==> src/sv/efsa_ram.sv <==
// Generic single-port-write, single-port-read RAM with registered read data.
module efsa_ram #(
	parameter int WIDTH = 8,
	parameter int DEPTH = 16
) (
	input  logic                     clk,
	input  logic                     we,
	input  logic [$clog2(DEPTH)-1:0] waddr,
	input  logic [WIDTH-1:0]         wdata,
	input  logic                     re,
	input  logic [$clog2(DEPTH)-1:0] raddr,
	output logic [WIDTH-1:0]         rdata
);

	logic [WIDTH-1:0] mem_q [DEPTH];

	always_ff @(posedge clk) begin
		if (we) begin
			mem_q[waddr] <= wdata;
		end
		if (re) begin
			rdata <= mem_q[raddr];
		end
	end

endmodule

==> config.mk <==
export PLATFORM = sky130hd
export DESIGN_NAME = efsa_ram
export DESIGN_NICKNAME = d
export VERILOG_FILES = /design/src/sv/efsa_ram.sv
export SDC_FILE = /design/constraint.sdc
export NUM_CORES = 1
export LEC_CHECK = 0
export ABC_CLOCK_PERIOD_IN_PS = 1600
export BUFFER_PORTS_ARGS = -buffer_cell sky130_fd_sc_hd__buf_2
export CAP_MARGIN = 20
export CORE_MARGIN = 8
export CORE_UTILIZATION = 54
export CTS_CLUSTER_SIZE = 14
export DETAILED_ROUTE_END_ITERATION = 8
export MAX_ROUTING_LAYER = met4
export PLACE_DENSITY_LB_ADDON = 0.2
export RECOVER_POWER = 25
export SETUP_SLACK_MARGIN = 0.5
export SLEW_MARGIN = 25
export SYNTH_ARGS = -nofsm -noshare
export SYNTH_HDL_FRONTEND = slang
export SYNTH_SLANG_ARGS = --single-unit
==> constraint.sdc <==
create_clock -name clk -period 1.6 [get_ports clk]
set_input_delay 0.16 -clock clk [delete_from_list [all_inputs] [get_ports clk]]
set_output_delay 0.16 -clock clk [all_outputs]
set_load 0.03 [all_outputs]
## Word level (Yosys, flattened, before mapping)

Memories as Yosys holds them, arrays and structs flattened. A register that Yosys moved wholly into a read port is not among the register bits.
Cells that the tools add are included.

- Bits in registers: 0
- Latch bits: 0
- Memory bits (writable): 128
- ROM bits: 0
- Output and inout bits: 8
- Word-level logic and storage cells: 3
- Memories kept: 1

- Add/subtract/negate cells: 0
- Multipliers: 0
- Div/mod/pow operators: 0
- Magnitude comparators: 0
- Eq/ne operators: 0
- Shift-type cells: 0
- Muxes and demuxes: 2
- Bitwise gates (word level): 0
- Reductions and logical operators: 0

Memories:

| memory | depth | bits a word | read ports | clocked after Yosys merged registers in | wr ports | line | RTL |
|---|---|---|---|---|---|---|---|
| mem_q | 16 | 8 | 1 | 1 | 1 | 15 | `logic [WIDTH-1:0] mem_q [DEPTH];` |

Operators by type and width:

| operator | number |
|---|---|
| $mux W1 | 2 |

## Logic depth before layout (Yosys ltp)

Gate-level depths: netlist of the first run.

- Depth after elaboration: 2
- Depth in mapped cells: 5

## Worst setup path before layout of the first run

Ideal clock, no wire load.

- Path kind: input -> register
- From: input port waddr[2]
- To: memory mem_q[0][0] (enable)
- Library setup time: 0.383 ns
- Data arrival time: 1.270 ns
- Data required time: 1.217 ns
- Slack: -0.053 ns
- Stages on the path: 2
- Path buffers: 0
- Cells stage by stage: or3b_2 -> nor3_1

RTL lines:

| item | line | RTL |
|---|---|---|
| start, declared | 8 | `input logic [$clog2(DEPTH)-1:0] waddr,` |
| end, declared | 15 |  |

Straight into the memory's write port.

==> results of run 1 <==
[metrics by stage]
stage / hold WS (ns) / TNS [ns] / instance area, um^2 / util (%) / total power (uW)
after detailed placement: 0.555 / -0.579 / 5710 / 59.5 / 4560
final: 0.0487 / 0 / 6350 / 66.2 / 8110
after global placement: 0.551 / -0.540 / 5710 / 59.5 / 4550
after global routing: 0.0306 / 0 / 6350 / 66.2 / 8350
after floorplan: 0.259 / 0 / 5290 / - / 4370
after CTS: 0.0251 / 0 / 6350 / 66.2 / 8150
[kinds of logic after synthesis]
group	share of synthesized area, %
AOI/OAI and AO/OA	2.30
buffers and inverters	1.65
DFF	78.1
muxes	14.8
and+or+nand+nor	3.14
[cells in the final DEF, fill, tap and decap left out, drive strengths merged, types with 4 or more instances in the layout]
cell type    n
edfxtp     136
mux4        32
nor2        13
nor3         4
clkinvlp     4
clkinv       8
buf         42
nand2        9
a22oi       16
clkbuf      24
[power groups by stage]
stage,sequential (uW),clock (uW),combinational [uW]
2_1_floorplan,4140,0,231
3_5_place_dp,4110,0,446
5_1_grt,4050,3790,511
6_report,4040,3590,475
4_1_cts,4040,3630,483
3_3_place_gp,4110,0,440
[state kept, by name, indices dropped and copies added, names as in the netlist]
register / cells
mem_q: 128
rdata: 8
[final cells by class]
type                    instances  area (um^2)  area share (%)
flip-flops and latches        136         4080            64.3
clock inverters                14          134            2.11
well taps                     133          166            2.62
repair buffers                 48          413            6.51
multi-input cells              83         1130            17.8
clock buffers                  18          418            6.58
[critical path, cell delays in order (launching register included)]
cell,delay (ns)
edfxtp_1,0.37
mux4_2,0.49
a22oi_2,0.26
nand2_1,0.07
[repair_timing]
item,4_1_cts,5_1_grt
endpoints found under the setup margin,16,16
hold endpoints to repair,0,0
gates resized for setup,24,1
hold buffers,0,0
[worst paths after layout]
| check | to | from | slack [ns] | cells past startpoint |
|---|---|---|---|---|
| max reg2reg | rdata[5] | mem_q[11][5] | 0.15 | 3 |
| max | rdata[5] | mem_q[11][5] | 0.15 | 3 |
| min reg2reg | rdata[5] | mem_q[4][5] | 0.75 | 3 |
| min | mem_q[15][3] | wdata[3] | 0.05 | 1 |
[routing by layer]
metal	routed length (um)	part of all wire, %	global-route usage (%)	vias up
met5	0	0	-	-
met4	180	1.8	7.81	0
met3	820	8.1	3.90	17
met2	5080	50	26.3	112
met1	4090	40	22.2	1253
li1	-	-	-	1082
==> qor.txt, run 1 <==
kind of end point of the critical path -> register
Detail Route Antenna Nets -> 0
status -> finished, final reports clean
Synth cell types -> 18
synth top area cells -> edfxtp_1, mux4_2, mux4_1
CTS tree -> done
top-count cell post-synth -> edfxtp_1
post-synthesis cell area -> 5230 um^2
largest net degree at the start of global routing -> 24
CP Class -> register to register
Starting Density -> 54.5%
H-tree level count -> 4
switching share of total power -> 20.9%
non-filler instance count after layout -> 432
Final Max Slew Viols -> 0
row cnt -> 36
P per Cell Area -> 1280 nW/um^2
Vias -> 2464
Placed Cells incl. Taps -> 400
CTS Buffer Depth -> 2
Hold Crit Class -> primary input to register
combinational share of power -> 5.9%
Post-synth top flop -> edfxtp_1
Synth top area share -> 78.1%
Reg power frac -> 49.8%
crit share post-route -> 90.5%
Final #Nets -> 305
Leakage -> 0.00207 uW
# Max-Cap Violations -> 0
Worst Max-Slew Pin Slew -> 0.905 ns
vias in the first global route -> 2582
TritonCTS Buffers -> 17
Synth area leader -> edfxtp_1
All-Layer GR Usage -> 17.4%
clock skew -> 0.00538 ns
initial antenna violation count -> 0
gpl congestion -> 0.742
#FFs+latches synth -> 136
io pins -> 27
clk_lat worst skew -> 0.51 ns
Port Buffers -> 26
Die Ht -> 114 um
n_diodes -> 0
Avg Inst Size Synth -> 22.8 um^2
Place WS -> -0.162 ns
post-route setup slack -> 0.153 ns
critical-path maximum fanout -> 1
first-pass detailed-route iteration total -> 4
VDD IR max -> 0.000857 V
CP required -> 1.86 ns
relative slew slack -> 39.6%
number of synthesized flops with an enable pin -> 136
Cells after Synth -> 229
initial DRC count -> 173
Post-synth ARST share -> 0%
first-pass GRT wire length -> 15.5 mm
startpoint types -> register
register clock-pin slew on the reported worst setup and hold paths -> 0.06 ns
post-DP HPWL -> 6.39 mm
Die Span X -> 114 um
clock root buffer -> clkbuf_8
clock share of power -> 44.3%
layout cells sized above 1 -> 41.5%
Final Hold Vio Count -> 0
Max Clock Freq -> 691 MHz
Filler cells -> 632
Worst EP arrival -> 1.70 ns
Congestion Overflow GR -> 0
core area -> 9590 um^2
Post-Syn Nets -> 248
Seq/Total Area, Yosys -> 78.1%
RSZ-0062 raised after global routing -> yes
WL per Instance -> 23.5 um
CTS sink count -> 136
DIE AREA -> 13100 um^2
DRC Markers -> 0
postcts setup bufs -> 0
final count of negative-setup-slack endpoints -> 0
Post-synth top cells -> edfxtp_1, mux4_2, a22oi_1
Post-Route WL -> 10.2 mm
vias per cell -> 5.70
Psw -> 1700 uW
Period minus WS final -> 1.45 ns
internal power -> 6410 uW
YS warnings -> 0
P&R area growth vs syn -> 21.4%
No activity file was read; power rests on OpenSTA's default activity.
==> run 2: changes to the inputs <==
--- a/config.mk
+++ b/config.mk
@@ -15,6 +15,7 @@
 export MAX_ROUTING_LAYER = met4
 export PLACE_DENSITY_LB_ADDON = 0.2
 export RECOVER_POWER = 25
+export REMOVE_ABC_BUFFERS = 1
 export SETUP_SLACK_MARGIN = 0.5
 export SLEW_MARGIN = 25
 export SYNTH_ARGS = -nofsm -noshare
==> run 2 against run 1 <==
Global-route usage decreased by 0.069 points. Routed wire length decreased by 2.5%. Via count increased by 2.4%. Die area unchanged. Critical path type unchanged. Largest cell class unchanged.
==> qor.txt, run 2 (synthesized netlist as in run 1, its figures left out) <==
Reg with most FFs -> mem_q
CP Class -> register to register
gpl congestion -> 0.706 (-4.8%)
core area -> 9590 um^2 (unchanged)
grt met2 use -> 25.9% (-0.47 points)
Final #Nets -> 309 (+1.3%)
CTS tree -> done
Final Max Slew Viols -> 0 (unchanged)
Die Span X -> 114 um (unchanged)
routing usage on met3 -> 5.33% (+1.4 points)
Starting Density -> 54.5% (unchanged)
vias in the first global route -> 2715 (+5.2%)
vias per cell -> 5.78 (+1.4%)
Final Hold Vio Count -> 0 (unchanged)
GR Util met1 -> 21.7% (-0.55 points)
All-Layer GR Usage -> 17.3% (-0.069 points)
Detail Route Antenna Nets -> 0 (unchanged)
largest net degree at the start of global routing -> 18 (-25%)
DIE AREA -> 13100 um^2 (unchanged)
relative slew slack -> 56.9% (+17 points)
storage element area -> 4080 um^2 (unchanged)
H-tree level count -> 4 (unchanged)
Place WS -> -0.151 ns (+0.0109 ns)
crit share post-route -> 88.3% (-2.2 points)
Critical Path Max Stage Delay -> 0.48 ns (about the same)
postcts setup bufs -> 0 (unchanged)
Port Buffers -> 26 (unchanged)
Hold Crit Class -> primary input to register
Min Hold Slack -> 0.0479 ns (-0.000781 ns)
Worst EP arrival -> 1.67 ns (-0.03 ns)
first-pass detailed-route iteration total -> 4 (unchanged)
commonest cells after routing, fill and taps aside -> edfxtp_1, mux4_2, buf_4, clkbuf_16
initial DRC count -> 215 (+24%)
Fin Setup TNS -> 0 ns (unchanged)
multi-input combinational cell area -> 1060 um^2 (-6.5%)
final count of negative-setup-slack endpoints -> 0 (unchanged)
initial antenna violation count -> 0 (unchanged)
clock root buffer -> clkbuf_8
Filler cells -> 611 (-3.3%)
Die Ht -> 114 um (unchanged)
P&R area growth vs syn -> 21.0%
# Max-Cap Violations -> 0 (unchanged)
clk_lat worst skew -> 0.51 ns (about the same)
row cnt -> 36 (unchanged)
Max Clock Freq -> 708 MHz (+2.5%)
Post-DP Area -> 5680 um^2 (-0.57%)
first-pass GRT wire length -> 15.6 mm (+0.45%)
Vias -> 2522 (+2.4%)
max reg flops -> 128 (unchanged)
CP Buf/Inv Count -> 0 (unchanged)
WL per Instance -> 22.8 um (-3.4%)
Leakage -> 0.00210 uW (+1.4%)
io pins -> 27 (unchanged)
grt peak-use layer -> met2
critical-path maximum fanout -> 1 (unchanged)
RSZ-0062 raised after global routing -> yes
DRC Markers -> 0 (unchanged)
TritonCTS Buffers -> 17 (unchanged)
CP required -> 1.86 ns (about the same)
VDD IR max -> 0.000676 V (-21%)
Post-Route WL -> 9.92 mm (-2.5%)
CTS sink count -> 136 (unchanged)
most common cell after layout, fill and taps aside -> edfxtp_1
layout cells sized above 1 -> 37.0% (-4.5 points)
Final Power -> 8290 uW (+2.2%)
clock skew -> 0.00338 ns (-0.00200 ns)
slowest stage cell, crit path -> mux4_2
Congestion Overflow GR -> 0 (unchanged)
P per Cell Area -> 1310 nW/um^2 (+2.6%)
status -> finished, final reports clean
CP delay by family, top -> multiplexers
post-DP HPWL -> 6.34 mm (-0.74%)
startpoint types -> register
post-route setup slack -> 0.188 ns (+0.0350 ns)
register clock-pin slew on the reported worst setup and hold paths -> 0.06 ns (about the same)
design area -> 6320 um^2 (-0.37%)
Period minus WS final -> 1.41 ns (-0.0350 ns)
Cell Chain, Critical Path -> mux4_2, a22oi_2, nand2_1
n_diodes -> 0 (unchanged)
top flop regs -> mem_q: 128 flops, rdata: 8 flops
kind of end point of the critical path -> register
CTS Buffer Depth -> 2 (unchanged)
Worst Max-Slew Pin Slew -> 0.647 ns (-0.258 ns)
[run 2: changes by cell type in the layout (fill, tap and decap cells not counted), sizes merged]
cell         change
bufinv           +1
dlygate4sd3      +1
clkinvlp         +2
inv              +1
clkinv           -3
buf              +4
clkbuf           -2
[run 2: power breakdown]
group          internal, uW  total (uW)  leakage (uW)  switching, uW
clock                  2370        3800      0.000270           1430
combinational           201         448      0.000593            248
sequential             4020        4040       0.00124           28.2
total                  6590        8290       0.00210           1700
[run 2: repair_timing]
item,4_1_cts,5_1_grt
pin swaps,10,0
hold buffers,1,0
gates resized for setup,30,2
setup endpoints to repair,16,16
hold endpoints to repair,7,0
[run 2: stage by stage]
stage	util [%]	cells
2_1_floorplan	-	219
3_3_place_gp	59.2	403
3_5_place_dp	59.2	403
4_1_cts	66.0	436
5_1_grt	65.9	436
6_report	65.9	436
[run 2: worst reg2reg max path, stage by stage (launching register included)]
cell and delay (ns):
edfxtp_1 0.37, mux4_2 0.48, a22oi_2 0.22, nand2_1 0.09
[run 2: per-layer routing]
metal	part of all wire [%]	up-vias
met2	49	93
met3	5.3	18
li1	-	1098
met5	0	-
met4	1.7	0
met1	44	1313
[run 2: layout make-up]
type | count | share of cell area, %
Sequential cell | 136 | 64.6
Clock buffer | 17 | 6.55
Multi-Input combinational cell | 83 | 16.7
Clock inverter | 15 | 2.83
Tap cell | 133 | 2.63
Timing Repair Buffer | 52 | 6.67
[run 2: final timing paths]
path	start	endpoint	slack (ns)	depth (start not counted)
min	wdata[7]	mem_q[1][7]	0.05	1
max reg2reg	mem_q[3][3]	rdata[3]	0.19	3
max	mem_q[3][3]	rdata[3]	0.19	3
min reg2reg	mem_q[4][1]	rdata[1]	0.76	3
==> run 3: changes to the inputs <==
--- a/config.mk
+++ b/config.mk
@@ -8,10 +8,12 @@
 export ABC_CLOCK_PERIOD_IN_PS = 1600
 export BUFFER_PORTS_ARGS = -buffer_cell sky130_fd_sc_hd__buf_2
 export CAP_MARGIN = 20
+export CORE_ASPECT_RATIO = 0.75
 export CORE_MARGIN = 8
 export CORE_UTILIZATION = 54
 export CTS_CLUSTER_SIZE = 14
 export DETAILED_ROUTE_END_ITERATION = 8
+export HOLD_SLACK_MARGIN = 0.03
 export MAX_ROUTING_LAYER = met4
 export PLACE_DENSITY_LB_ADDON = 0.2
 export RECOVER_POWER = 25
==> run 3 against run 2 <==
Critical path depth did not move. Sequential cell count did not move. Core utilization fell by 0.59 points. Hold slack improved by 0.076 ns. Cell count fell by 0.46%. Clock-buffer cell count rose by 4. Cell area fell by 1.4%. Combinational power barely moved. Sequential power barely moved.
==> qor.txt, run 3 (synthesized netlist as in run 1, its figures left out) <==
Port Buffers -> 26 (unchanged)
top flop regs -> mem_q: 128 flops, rdata: 8 flops
CP Buf/Inv Count -> 0 (unchanged)
CP required -> 1.75 ns (-0.11 ns)
RSZ-0062 raised after global routing -> yes
hold depth -> 1 (unchanged)
Reg with most FFs -> mem_q
hold buffer count at CTS -> 0 (-1)
Critical Path Max Stage Delay -> 0.49 ns (about the same)
P per Cell Area -> 1260 nW/um^2 (-4.0%)
critical-path maximum fanout -> 1 (unchanged)
kind of end point of the critical path -> register
final core utilization -> 65.3% (-0.59 points)
VDD IR max -> 0.00117 V (+74%)
first-pass detailed-route iteration total -> 5 (+1)
postcts setup bufs -> 0 (unchanged)
multi-input combinational cell area -> 1070 um^2 (+0.94%)
status -> finished, final reports clean
relative slew slack -> 29.2% (-28 points)
vias per cell -> 5.80 (+0.22%)
Worst Max-Slew Pin Slew -> 1.06 ns (+0.413 ns)
largest net degree at the start of global routing -> 17 (-1)
Metal-1 WL -> 4.61 mm (+4.7%)
Hold Crit Class -> primary input to register
most common cell after layout, fill and taps aside -> edfxtp_1
Cell Chain, Critical Path -> mux4_2, a22oi_2, nand2_1
DRC Markers -> 0 (unchanged)
CTS tree -> done
Worst EP arrival -> 1.56 ns (-0.11 ns)
initial antenna violation count -> 0 (unchanged)
post-route setup slack -> 0.191 ns (+0.00286 ns)
final count of negative-setup-slack endpoints -> 0 (unchanged)
crit share post-route -> 88.1% (-0.18 points)
All-Layer GR Usage -> 17.7% (+0.38 points)
Post-Route WL -> 9.95 mm (+0.29%)
Leakage -> 0.00207 uW (-1.3%)
Final Hold Vio Count -> 0 (unchanged)
max reg flops -> 128 (unchanged)
gpl congestion -> 0.745 (+5.5%)
layout cells sized above 1 -> 38.4% (+1.4 points)
# Max-Cap Violations -> 0 (unchanged)
storage element area -> 4080 um^2 (unchanged)
CP Depth -> 3 (unchanged)
CTS sink count -> 136 (unchanged)
non-filler instance count after layout -> 434 (-0.46%)
clk_lat worst skew -> 0.41 ns (-0.10 ns)
Place WS -> -0.112 ns (+0.0397 ns)
Die Ht -> 101 um (-12%)
n_diodes -> 0 (unchanged)
Detail Route Antenna Nets -> 0 (unchanged)
CP delay by family, top -> multiplexers
H-tree level count -> 4 (unchanged)
startpoint types -> register
Die Span X -> 130 um (+13%)
first-pass GRT wire length -> 15.4 mm (-0.71%)
row cnt -> 31 (-14%)
CP Class -> register to register
Max Clock Freq -> 710 MHz (+0.20%)
Placed Cells incl. Taps -> 406 (+0.74%)
met2 routed WL -> 4.50 mm (-6.7%)
slowest stage cell, crit path -> mux4_2
initial DRC count -> 234 (+8.8%)
Filler cells -> 663 (+8.5%)
io pins -> 27 (unchanged)
Starting Density -> 54.8% (+0.30 points)
vias in the first global route -> 2574 (-5.2%)
Top Metal Used -> met4
commonest cells after routing, fill and taps aside -> edfxtp_1, mux4_2, buf_4, clkbuf_16
clock skew -> 0.00615 ns (+0.00277 ns)
Final Max Slew Viols -> 0 (unchanged)
clock root buffer -> clkbuf_16
Worst R2R Path Depth -> 3 (unchanged)
Final #Nets -> 312 (+0.97%)
Vias -> 2516 (-0.24%)
CTS Buffer Depth -> 2 (unchanged)
WL met3 -> 742 um (+42%)
P&R area growth vs syn -> 19.2%
Congestion Overflow GR -> 0 (unchanged)
Period minus WS final -> 1.41 ns (-0.00286 ns)
post-DP HPWL -> 6.53 mm (+3.0%)
Min Hold Slack -> 0.124 ns (+0.0756 ns)
WL per Instance -> 22.9 um (+0.75%)
core area -> 9540 um^2 (-0.55%)
register clock-pin slew on the reported worst setup and hold paths -> 0.05 ns (about the same)
DIE AREA -> 13100 um^2 (+0.25%)
TritonCTS Buffers -> 17 (unchanged)
-- run 3: repair_timing --
| item | in CTS | in global routing |
|---|---|---|
| setup endpoints to repair | 16 | 24 |
| pin swaps | 11 | 1 |
| resized for setup | 34 | 7 |
-- run 3: cell type report --
cell class              instances  area share (%)
clock inverters                 7           0.924
repair buffers                 55            6.69
multi-input cells              83            17.1
clock buffers                  21            7.07
flip-flops and latches        136            65.5
well taps                     132            2.65
-- run 3: report_power, final --
part	switching [uW]	internal [uW]	total (uW)
registers	28.7	4020	4050
clock network	1270	2070	3340
logic	251	198	448
-- run 3: worst paths after layout --
| path | startpoint | slack, ns | endpoint |
|---|---|---|---|
| setup / recovery | mem_q[0][3] | 0.19 | rdata[3] |
| hold reg to reg | mem_q[15][7] | 0.74 | rdata[7] |
| hold / removal | re | 0.12 | rdata[7] |
| setup reg to reg | mem_q[0][3] | 0.19 | rdata[3] |
-- run 3: layer usage --
layer / up-vias / GRT usage (%)
li1: 1096 / -
met4: 0 / 6.32
met3: 12 / 6.79
met2: 95 / 23.0
met5: - / -
met1: 1313 / 24.8
-- run 3: through the flow --
step                      area (um^2)  TNS (ns)  power (uW)
after CTS                        6210         0        7900
after global routing             6230         0        8110
final                            6230         0        7840
after floorplan                  5140    -0.423        4300
after detailed placement         5680    -0.267        4520
after global placement           5680    -0.194        4510
